### src/ft12d_pkg.sv
// ----------------------------------------------------------------------------
// ft12d_pkg: shared types and constants for the FT1.2 variable frame deframer
// Holds the command word passed from the classifier to the release stage.
// ----------------------------------------------------------------------------
package ft12d_pkg;

	localparam int unsigned BYTE_W = 8;
	localparam int unsigned TRL_W  = 2;
	localparam int unsigned REM_W  = 9;
	localparam int unsigned PADDR_W = 3;
	localparam int unsigned PDATA_W = 32;

	// register indexes
	localparam logic REG_START_CODE    = 1'b0;
	localparam logic REG_TRAILER_COUNT = 1'b1;

	localparam logic [BYTE_W-1:0] START_CODE_RST    = 8'd104;
	localparam logic [TRL_W-1:0]  TRAILER_COUNT_RST = 2'd2;

	// One command describes all results caused by one input byte.
	// Result k carries cur for k == last_idx, else held for k == 0, len otherwise.
	typedef struct packed {
		logic [1:0]        last_idx;
		logic              in_frame;
		logic              frame_end;
		logic [BYTE_W-1:0] held;
		logic [BYTE_W-1:0] len;
		logic [BYTE_W-1:0] cur;
	} ft12d_cmd_t;

endpackage

### src/ft12d_front.sv
// ----------------------------------------------------------------------------
// ft12d_front: header tracker and byte classifier
// Walks the header phases per byte and emits one release command per byte
// that produces output.
// ----------------------------------------------------------------------------
module ft12d_front (
	input  logic                          clk,
	input  logic                          arst_n,
	input  logic                          in_valid,
	output logic                          in_stall,
	input  logic [ft12d_pkg::BYTE_W-1:0]  rx_byte,
	input  logic [ft12d_pkg::BYTE_W-1:0]  start_code,
	input  logic [ft12d_pkg::TRL_W-1:0]   trailer_count,
	input  logic                          q_full,
	output logic                          push,
	output ft12d_pkg::ft12d_cmd_t         cmd
);
	import ft12d_pkg::*;

	localparam logic [2:0] PH_SEARCH = 3'd0;
	localparam logic [2:0] PH_LEN1   = 3'd1;
	localparam logic [2:0] PH_LEN2   = 3'd2;
	localparam logic [2:0] PH_START2 = 3'd3;
	localparam logic [2:0] PH_BODY   = 3'd4;

	logic [2:0]        phase_q, phase_d;
	logic [BYTE_W-1:0] len_q, len_d;
	logic [BYTE_W-1:0] held_q, held_d;
	logic [REM_W-1:0]  rem_q, rem_d;
	logic [REM_W-1:0]  rem_sum;
	logic [REM_W-1:0]  rem_dec;
	logic              accept;
	logic              emit;

	assign in_stall = q_full;
	assign accept   = in_valid && !q_full;
	assign push     = accept && emit;
	assign rem_sum  = REM_W'(len_q) + REM_W'(trailer_count);
	assign rem_dec  = (rem_q != '0) ? rem_q - REM_W'(1) : rem_q;

	always_comb begin
		phase_d = phase_q;
		len_d   = len_q;
		held_d  = held_q;
		rem_d   = rem_q;
		emit    = 1'b0;
		cmd.last_idx  = 2'd0;
		cmd.in_frame  = 1'b0;
		cmd.frame_end = 1'b0;
		cmd.held      = held_q;
		cmd.len       = len_q;
		cmd.cur       = rx_byte;
		case (phase_q)
			PH_LEN1: begin
				len_d   = rx_byte;
				phase_d = PH_LEN2;
			end
			PH_LEN2: begin
				if (rx_byte == len_q) begin
					phase_d = PH_START2;
				end else begin
					emit         = 1'b1;
					cmd.last_idx = 2'd2;
					phase_d      = PH_SEARCH;
				end
			end
			PH_START2: begin
				emit         = 1'b1;
				cmd.last_idx = 2'd3;
				phase_d      = PH_SEARCH;
				if (rx_byte == held_q) begin
					cmd.in_frame  = 1'b1;
					cmd.frame_end = (rem_sum == '0);
					rem_d         = rem_sum;
					if (rem_sum != '0) begin
						phase_d = PH_BODY;
					end
				end
			end
			PH_BODY: begin
				emit          = 1'b1;
				rem_d         = rem_dec;
				cmd.in_frame  = 1'b1;
				cmd.frame_end = (rem_dec == '0);
				if (rem_dec == '0) begin
					phase_d = PH_SEARCH;
				end
			end
			default: begin
				phase_d = PH_SEARCH;
				if (rx_byte == start_code) begin
					held_d  = rx_byte;
					phase_d = PH_LEN1;
				end else begin
					emit = 1'b1;
				end
			end
		endcase
	end

	always_ff @(posedge clk or negedge arst_n) begin
		if (!arst_n) begin
			phase_q <= PH_SEARCH;
			len_q   <= '0;
			rem_q   <= '0;
			held_q  <= '0;
		end else if (accept) begin
			phase_q <= phase_d;
			len_q   <= len_d;
			rem_q   <= rem_d;
			held_q  <= held_d;
		end
	end

`ifndef SYNTH
	a_body_has_bytes: assert property (@(posedge clk) disable iff (!arst_n)
		phase_q == PH_BODY |-> rem_q != '0)
		else $error("body phase with no bytes left");
`endif

endmodule

### src/ft12d_cmdq.sv
// ----------------------------------------------------------------------------
// ft12d_cmdq: command queue
// Small circular buffer between classifier and release stage.
// ----------------------------------------------------------------------------
module ft12d_cmdq #(
	parameter int unsigned DEPTH = 4
) (
	input  logic                  clk,
	input  logic                  arst_n,
	input  logic                  push,
	input  ft12d_pkg::ft12d_cmd_t wr_cmd,
	input  logic                  pop,
	output ft12d_pkg::ft12d_cmd_t rd_cmd,
	output logic                  full,
	output logic                  empty
);
	import ft12d_pkg::*;

	localparam int unsigned PTR_W = (DEPTH > 1) ? $clog2(DEPTH) : 1;
	localparam int unsigned CNT_W = $clog2(DEPTH + 1);
	localparam logic [PTR_W-1:0] PTR_LAST = PTR_W'(DEPTH - 1);
	localparam logic [CNT_W-1:0] CNT_FULL = CNT_W'(DEPTH);

	ft12d_cmd_t       slot_q [DEPTH];
	logic [PTR_W-1:0] wr_ptr_q;
	logic [PTR_W-1:0] rd_ptr_q;
	logic [CNT_W-1:0] cnt_q;

	assign full   = (cnt_q == CNT_FULL);
	assign empty  = (cnt_q == '0);
	assign rd_cmd = slot_q[rd_ptr_q];

	always_ff @(posedge clk) begin
		if (push) begin
			slot_q[wr_ptr_q] <= wr_cmd;
		end
	end

	always_ff @(posedge clk or negedge arst_n) begin
		if (!arst_n) begin
			wr_ptr_q <= '0;
			rd_ptr_q <= '0;
			cnt_q    <= '0;
		end else begin
			if (push) begin
				wr_ptr_q <= (wr_ptr_q == PTR_LAST) ? '0 : wr_ptr_q + PTR_W'(1);
			end
			if (pop) begin
				rd_ptr_q <= (rd_ptr_q == PTR_LAST) ? '0 : rd_ptr_q + PTR_W'(1);
			end
			if (push && !pop) begin
				cnt_q <= cnt_q + CNT_W'(1);
			end else if (pop && !push) begin
				cnt_q <= cnt_q - CNT_W'(1);
			end
		end
	end

`ifndef SYNTH
	a_no_overflow: assert property (@(posedge clk) disable iff (!arst_n)
		push |-> !full)
		else $error("push into full command queue");
	a_no_underflow: assert property (@(posedge clk) disable iff (!arst_n)
		pop |-> !empty)
		else $error("pop from empty command queue");
`endif

endmodule

### src/ft12d_back.sv
// ----------------------------------------------------------------------------
// ft12d_back: release stage
// Expands each command into one to four result bytes behind an output register.
// ----------------------------------------------------------------------------
module ft12d_back (
	input  logic                          clk,
	input  logic                          arst_n,
	input  ft12d_pkg::ft12d_cmd_t         q_cmd,
	input  logic                          q_empty,
	output logic                          pop,
	output logic                          out_valid,
	input  logic                          out_stall,
	output logic [ft12d_pkg::BYTE_W-1:0]  out_byte,
	output logic                          in_frame,
	output logic                          frame_end,
	output logic                          last
);
	import ft12d_pkg::*;

	ft12d_cmd_t        cur_q;
	logic              cur_valid_q;
	logic [1:0]        idx_q;
	logic              out_valid_q;
	logic [BYTE_W-1:0] byte_q;
	logic              frame_q;
	logic              end_q;
	logic              last_q;
	logic              adv;
	logic              final_res;
	logic [BYTE_W-1:0] sel_byte;

	assign adv       = cur_valid_q && (!out_valid_q || !out_stall);
	assign final_res = (idx_q == cur_q.last_idx);
	assign pop       = !q_empty && (!cur_valid_q || (adv && final_res));

	always_comb begin
		if (final_res) begin
			sel_byte = cur_q.cur;
		end else if (idx_q == 2'd0) begin
			sel_byte = cur_q.held;
		end else begin
			sel_byte = cur_q.len;
		end
	end

	always_ff @(posedge clk or negedge arst_n) begin
		if (!arst_n) begin
			cur_valid_q <= 1'b0;
			idx_q       <= '0;
			out_valid_q <= 1'b0;
		end else begin
			if (pop) begin
				cur_valid_q <= 1'b1;
				idx_q       <= '0;
			end else if (adv) begin
				if (final_res) begin
					cur_valid_q <= 1'b0;
				end else begin
					idx_q <= idx_q + 2'd1;
				end
			end
			if (adv) begin
				out_valid_q <= 1'b1;
			end else if (!out_stall) begin
				out_valid_q <= 1'b0;
			end
		end
	end

	always_ff @(posedge clk) begin
		if (pop) begin
			cur_q <= q_cmd;
		end
		if (adv) begin
			byte_q  <= sel_byte;
			frame_q <= cur_q.in_frame;
			end_q   <= cur_q.frame_end && final_res;
			last_q  <= final_res;
		end
	end

	assign out_valid = out_valid_q;
	assign out_byte  = byte_q;
	assign in_frame  = frame_q;
	assign frame_end = end_q;
	assign last      = last_q;

`ifndef SYNTH
	a_idx_in_range: assert property (@(posedge clk) disable iff (!arst_n)
		cur_valid_q |-> idx_q <= cur_q.last_idx)
		else $error("result index past end of command");
`endif

endmodule

### src/ft12_variable_frame_deframer_top.sv
// ----------------------------------------------------------------------------
// ft12_variable_frame_deframer_top: FT1.2 variable frame deframer
// Finds variable frames in a received byte stream and tags every byte as
// frame or garbage, flagging the final byte of each frame.
// ----------------------------------------------------------------------------
//
//  channel  direction  handshake             payload
//  in       sink       in_valid / in_stall   rx_byte
//  out      source     out_valid / out_stall out_byte, in_frame, frame_end, last
//  cfg      APB slave  psel/penable/pready   paddr, pwdata, prdata
//
// One input byte is taken per cycle while the command queue has room.
// Results leave at one per cycle from the output register while out_stall is
// low; a confirmed or refuted header releases three or four results for its last
// byte, so the release stage sets the sustained rate of one result per cycle.
// Each result passes through the command queue, command register and output register.
// Reset clears the header tracker, queue and output valid; registers return
// to start_code 104, trailer_count 2. out_stall backs up through the queue
// to in_stall only once QUEUE_DEPTH commands are waiting.
// ----------------------------------------------------------------------------
module ft12_variable_frame_deframer_top #(
	parameter int unsigned QUEUE_DEPTH = 4
) (
	input  logic                           clk,
	input  logic                           arst_n,
	// input byte stream
	input  logic                           in_valid,
	output logic                           in_stall,
	input  logic [ft12d_pkg::BYTE_W-1:0]   rx_byte,
	// result stream
	output logic                           out_valid,
	input  logic                           out_stall,
	output logic [ft12d_pkg::BYTE_W-1:0]   out_byte,
	output logic                           in_frame,
	output logic                           frame_end,
	output logic                           last,
	// configuration
	input  logic                           psel,
	input  logic                           penable,
	input  logic                           pwrite,
	input  logic [ft12d_pkg::PADDR_W-1:0]  paddr,
	input  logic [ft12d_pkg::PDATA_W-1:0]  pwdata,
	output logic [ft12d_pkg::PDATA_W-1:0]  prdata,
	output logic                           pready
);
	import ft12d_pkg::*;

	logic [BYTE_W-1:0] start_code_q;
	logic [TRL_W-1:0]  trailer_count_q;
	logic              reg_idx;
	logic              wr_en;

	ft12d_cmd_t        push_cmd;
	ft12d_cmd_t        head_cmd;
	logic              push;
	logic              pop;
	logic              q_full;
	logic              q_empty;

	// registers sit at byte addresses 0 and 4
	assign pready  = 1'b1;
	assign reg_idx = paddr[2];
	assign wr_en   = psel && penable && pwrite;

	always_ff @(posedge clk or negedge arst_n) begin
		if (!arst_n) begin
			start_code_q    <= START_CODE_RST;
			trailer_count_q <= TRAILER_COUNT_RST;
		end else if (wr_en) begin
			case (reg_idx)
				REG_START_CODE:    start_code_q    <= pwdata[BYTE_W-1:0];
				REG_TRAILER_COUNT: trailer_count_q <= pwdata[TRL_W-1:0];
				default:           start_code_q    <= start_code_q;
			endcase
		end
	end

	always_comb begin
		case (reg_idx)
			REG_START_CODE:    prdata = PDATA_W'(start_code_q);
			REG_TRAILER_COUNT: prdata = PDATA_W'(trailer_count_q);
			default:           prdata = '0;
		endcase
	end

	// classifier: tracks the header and decides what each byte releases
	ft12d_front u_front (
		.clk           (clk),
		.arst_n        (arst_n),
		.in_valid      (in_valid),
		.in_stall      (in_stall),
		.rx_byte       (rx_byte),
		.start_code    (start_code_q),
		.trailer_count (trailer_count_q),
		.q_full        (q_full),
		.push          (push),
		.cmd           (push_cmd)
	);

	// decouples classification from release
	ft12d_cmdq #(
		.DEPTH (QUEUE_DEPTH)
	) u_cmdq (
		.clk    (clk),
		.arst_n (arst_n),
		.push   (push),
		.wr_cmd (push_cmd),
		.pop    (pop),
		.rd_cmd (head_cmd),
		.full   (q_full),
		.empty  (q_empty)
	);

	// release stage: one result transfer per cycle while out_stall is low
	ft12d_back u_back (
		.clk       (clk),
		.arst_n    (arst_n),
		.q_cmd     (head_cmd),
		.q_empty   (q_empty),
		.pop       (pop),
		.out_valid (out_valid),
		.out_stall (out_stall),
		.out_byte  (out_byte),
		.in_frame  (in_frame),
		.frame_end (frame_end),
		.last      (last)
	);

endmodule
### config.mk
export PLATFORM = sky130hd
export DESIGN_NAME = ft12_variable_frame_deframer_top
export DESIGN_NICKNAME = d
export VERILOG_FILES = /design/src/ft12d_pkg.sv /design/src/ft12d_front.sv /design/src/ft12d_cmdq.sv /design/src/ft12d_back.sv /design/src/ft12_variable_frame_deframer_top.sv
export SDC_FILE = /design/constraint.sdc
export NUM_CORES = 1
export LEC_CHECK = 0
export ABC_CLOCK_PERIOD_IN_PS = 3400
export BUFFER_PORTS_ARGS = -buffer_cell sky130_fd_sc_hd__buf_2
export CORE_ASPECT_RATIO = 0.6
export CORE_UTILIZATION = 45
export CTS_CLUSTER_DIAMETER = 100
export DETAILED_ROUTE_END_ITERATION = 10
export MAX_ROUTING_LAYER = met4
export PLACE_DENSITY = 0.74
export SKIP_LAST_GASP = 1
export SLEW_MARGIN = 0
export SYNTH_ARGS = -nofsm -noshare
export SYNTH_HDL_FRONTEND = slang
export SYNTH_SLANG_ARGS = --single-unit
export TNS_END_PERCENT = 1
### constraint.sdc
create_clock -name clk -period 3.4 [get_ports clk]
set_clock_uncertainty 0.05 [all_clocks]
set_input_delay 0.34 -clock clk [delete_from_list [all_inputs] [get_ports clk]]
set_output_delay 0.34 -clock clk [all_outputs]
set_load 0.05 [all_outputs]
==> summary.md <==
| Metric | Value |
|---|---|
| DP HPWL | 11,000 um |
| CTS sink count | 200 |
| Endpoint arrival time on the critical path | 3.38 ns |
| Slew @ Worst Pin | 0.900 ns |
| Final hold violation count | 0 |
| Fill cell count | 1,455 |
| Total wire length | 16,900 um |
| # H-tree levels | 4 |
| Worst Hold Class | in2reg |
| Critical Path Sink Type | register |
| PortBufs | 44 |
| Clock transition at path regs | 0.08 ns |
| Total CTS buffers | 17 |
| CTS max path bufs | 2 |
| Fin. max-slew vios | 0 |
| Kind of critical path | reg2reg |
| Post-synth EDFFs | 151 |
| Crit share post-route | 0.916 |
| Wire per inst | 19.8 um |
| Max-cap viol count | 0 |
| Hold path start | pwdata[5] |
| DIE AREA | 0.0197 sq mm |
| Worst skew pair latency | 0.43 ns |
| Root buffer cell | clkbuf_16 |
| Sequential area share after synthesis | 0.670 |
| RSZ-0062 raised after global routing | false |
| Avg Synthesized Cell Area | 15.8 sq um |
| Seq pwr share | 0.454 |
| Die Ht | 109 um |
| VDD IR max | 0.373 mV |
| CTS tree | done |
| Diode count | 0 |
| Final setup fails | 0 |
| Setup TNS | 0 ns |
| Cells taking the most area after synthesis | edfxtp_1 53%, dfrtp_1 13%, mux4_2 7.3% |
| Worst setup SP type | register |
| Post-layout minimum cycle time | 3.11 ns |
| Dpl ws | 0.320 ns |
| Layout cells sized above 1 | 0.254 |
| Synth area leader | edfxtp_1 |
| Core area | 0.0184 sq mm |
| Relative slew slack | 0.393 |
| Post-synthesis cell count | 546 |
| Cell Pwr Density | 923 mW/mm^2 |
| Sw Ratio | 0.358 |
| Initial DRC Count | 360 |
| Post-route antenna net violation count | 0 |
| RePlAce Congestion | 0.832 |
| Via density | 5.52 |
| Psw | 3.20 mW |
| Drt drc | 0 |
| #FFs+latches synth | 200 |
| RR Startpoint | u_front.len_q[5]$_DFFE_PN0P_ |
| Post-synth ARST share | 0.245 |
| Synth-to-layout area growth | 12.5% |
| Leak pwr | 3.59 nW |
| Pint | 5.74 mW |
| # resized after CTS | 0 |
| Run status | finished, final reports clean |
| Placed cell area | 0.00904 sq mm |
| Dominant synthesized flop cell | edfxtp_1 |
| Clock share of power | 0.235 |
| Final-stage net count | 662 |
| Total grt overflow | 0 |
| Via count | 4,708 |
| Crit path from | u_front.len_q[5]$_DFFE_PN0P_ |
| Met2 wire length | 7800 um |
| Synthesis Warnings | 0 |
| Initial antenna violation count | 0 |
| Final Cell Area | 0.00969 sq mm |
| Total power | 8.94 mW |
| Initial Util | 0.468 |
| First-pass GRT wire length | 26,400 um |
| Area of the mapped netlist | 0.00861 sq mm |
| GR Util All Layers | 0.187 |
| Setup ws final | 0.287 ns |
| Comb pwr share | 0.311 |
| Met3 WL post-DR | 769 um |
| Vias in the first global route | 4,735 |
| DR top layer | met4 |
| Yosys top cell area share | 0.527 |
| DRT met1 WL | 8200 um |
| Io pins | 96 |
| CP max FO | 12 |
| Max frequency | 0.321 GHz |
| Cell variety after synth | 57 |
| Pin count of the biggest net entering global routing | 34 |
| Die Width | 181 um |
| Row cnt | 38 |
| Drt first pass iters | 7 |
| WHS | 0.0960 ns |
| Critical Path RT | 3.67 ns |
## worst paths after layout
| path | to | slack [ns] | cells after the start |
|---|---|---|---|
| setup / recovery | u_cmdq.cnt_q[1]$_DFFE_PN0P_ | 0.29 | 9 |
| min in group asynchronous | u_front.rem_q[4]$_DFFE_PN0P_ | 0.50 | 2 |
| max in group asynchronous | u_front.held_q[1]$_DFFE_PN0P_ | 2.00 | 3 |
| hold reg to reg | u_back.in_frame$_DFFE_PP_ | 0.39 | 0 |
| setup reg to reg | u_cmdq.cnt_q[1]$_DFFE_PN0P_ | 0.29 | 9 |
| hold / removal | start_code_q[5]$_DFFE_PN1P_ | 0.1 | 2 |
## layout by cell type, fill, tap and decap left out, drive strengths merged, types with 7 or more instances in the layout
cell / n
edfxtp: 151
buf: 55
dfrtp: 45
nor2: 33
mux2: 31
mux4: 28
conb: 25
xor2: 22
nand2: 20
o21ai: 18
clkbuf: 18
xnor2: 16
inv: 16
a21oi: 14
mux2i: 10
ha: 10
nor2b: 8
nor3: 8
and2: 7
nand3: 7
## flip-flops by register name (all words and copies together), names as in the netlist, 3 cells and up
signal           cells
u_cmdq.slot_q      112
u_back.cur_q        28
u_front.rem_q        9
start_code_q         8
u_back.out_byte      8
u_front.held_q       8
u_front.len_q        8
u_cmdq.cnt_q         3
u_front.phase_q      3
## repair_timing
item	in CTS	in global routing
hold endpoints to repair	28	0
hold buffers	1	0
setup endpoints to repair	0	0
setup buffers	0	0
## worst max-delay path, stage by stage, from the launching register on
cell and delay, ns:
dfrtp_1 0.60, xnor2_1 0.18, nand3_1 0.10, or4_1 0.54, nor3b_1 0.32, nor3_1 0.20
ha_1 0.26, inv_1 0.07, fa_1 0.41, mux2_2 0.27
## power by group through the flow
| stage | clock, mW | sequential [mW] | combinational, mW |
|---|---|---|---|
| floorplan | 0 | 4.11 | 1.97 |
| global placement | 0 | 4.05 | 2.69 |
| detailed placement | 0 | 4.11 | 2.78 |
| CTS | 2.13 | 4.06 | 2.80 |
| global route | 2.23 | 4.15 | 3.02 |
| finish | 2.10 | 4.06 | 2.78 |
## synth_stat cells, types with 2 or more instances
cell,n
a21oi_1,14
nor2_1,33
clkbuf_1,15
mux2_2,31
xnor2_1,16
edfxtp_1,151
o31ai_1,3
a211oi_1,2
or4_1,3
dfstp_2,4
nor3_1,8
nor4b_1,2
nand3_1,7
buf_1,3
or3_1,3
nor3b_1,4
nand4_1,3
fa_1,2
nor4_1,5
nor2b_1,8
nand2_1,20
mux4_2,28
o21ai_0,18
nand2b_1,3
ha_1,10
xor2_1,22
inv_1,10
a21o_1,2
and3_1,2
mux2i_1,10
and2_1,7
nand3b_1,3
conb_1,2
buf_4,25
dfrtp_1,45
## cell families after synthesis
family / after synthesis / synth area share
buffers and inverters: 54 / 0.0346
other: 2 / 0.000873
adder cells (fa/ha/maj): 12 / 0.0192
multiplexers: 69 / 0.125
XOR/XNOR: 38 / 0.0387
flip-flops: 200 / 0.670
AND/OR/NAND/NOR: 118 / 0.0731
AO/OA/AOI/OAI: 53 / 0.0381
## layout make-up
type,count,area (sq um),share of cell area
flip-flops and latches,200,5770,0.595
multi-input cells,315,2630,0.271
clock buffers,18,439,0.0453
repair buffers,56,313,0.0323
well taps,240,300,0.0310
clock inverters,14,200,0.0207
inverters,10,37.5,0.00388
## routing by layer
layer  track usage  vias up
met5             -        -
met4        0.0488        0
met3        0.0357       13
met2         0.290      141
met1         0.255     2427
li1              -     2127
## through the flow
stage          utilization  cells
4_1_cts              0.526    853
5_1_grt              0.526    853
6_report             0.526    853
2_1_floorplan            -    569
3_5_place_dp         0.491    820
3_3_place_gp         0.491    820
Note: power is estimated with default switching activity, not from simulation.
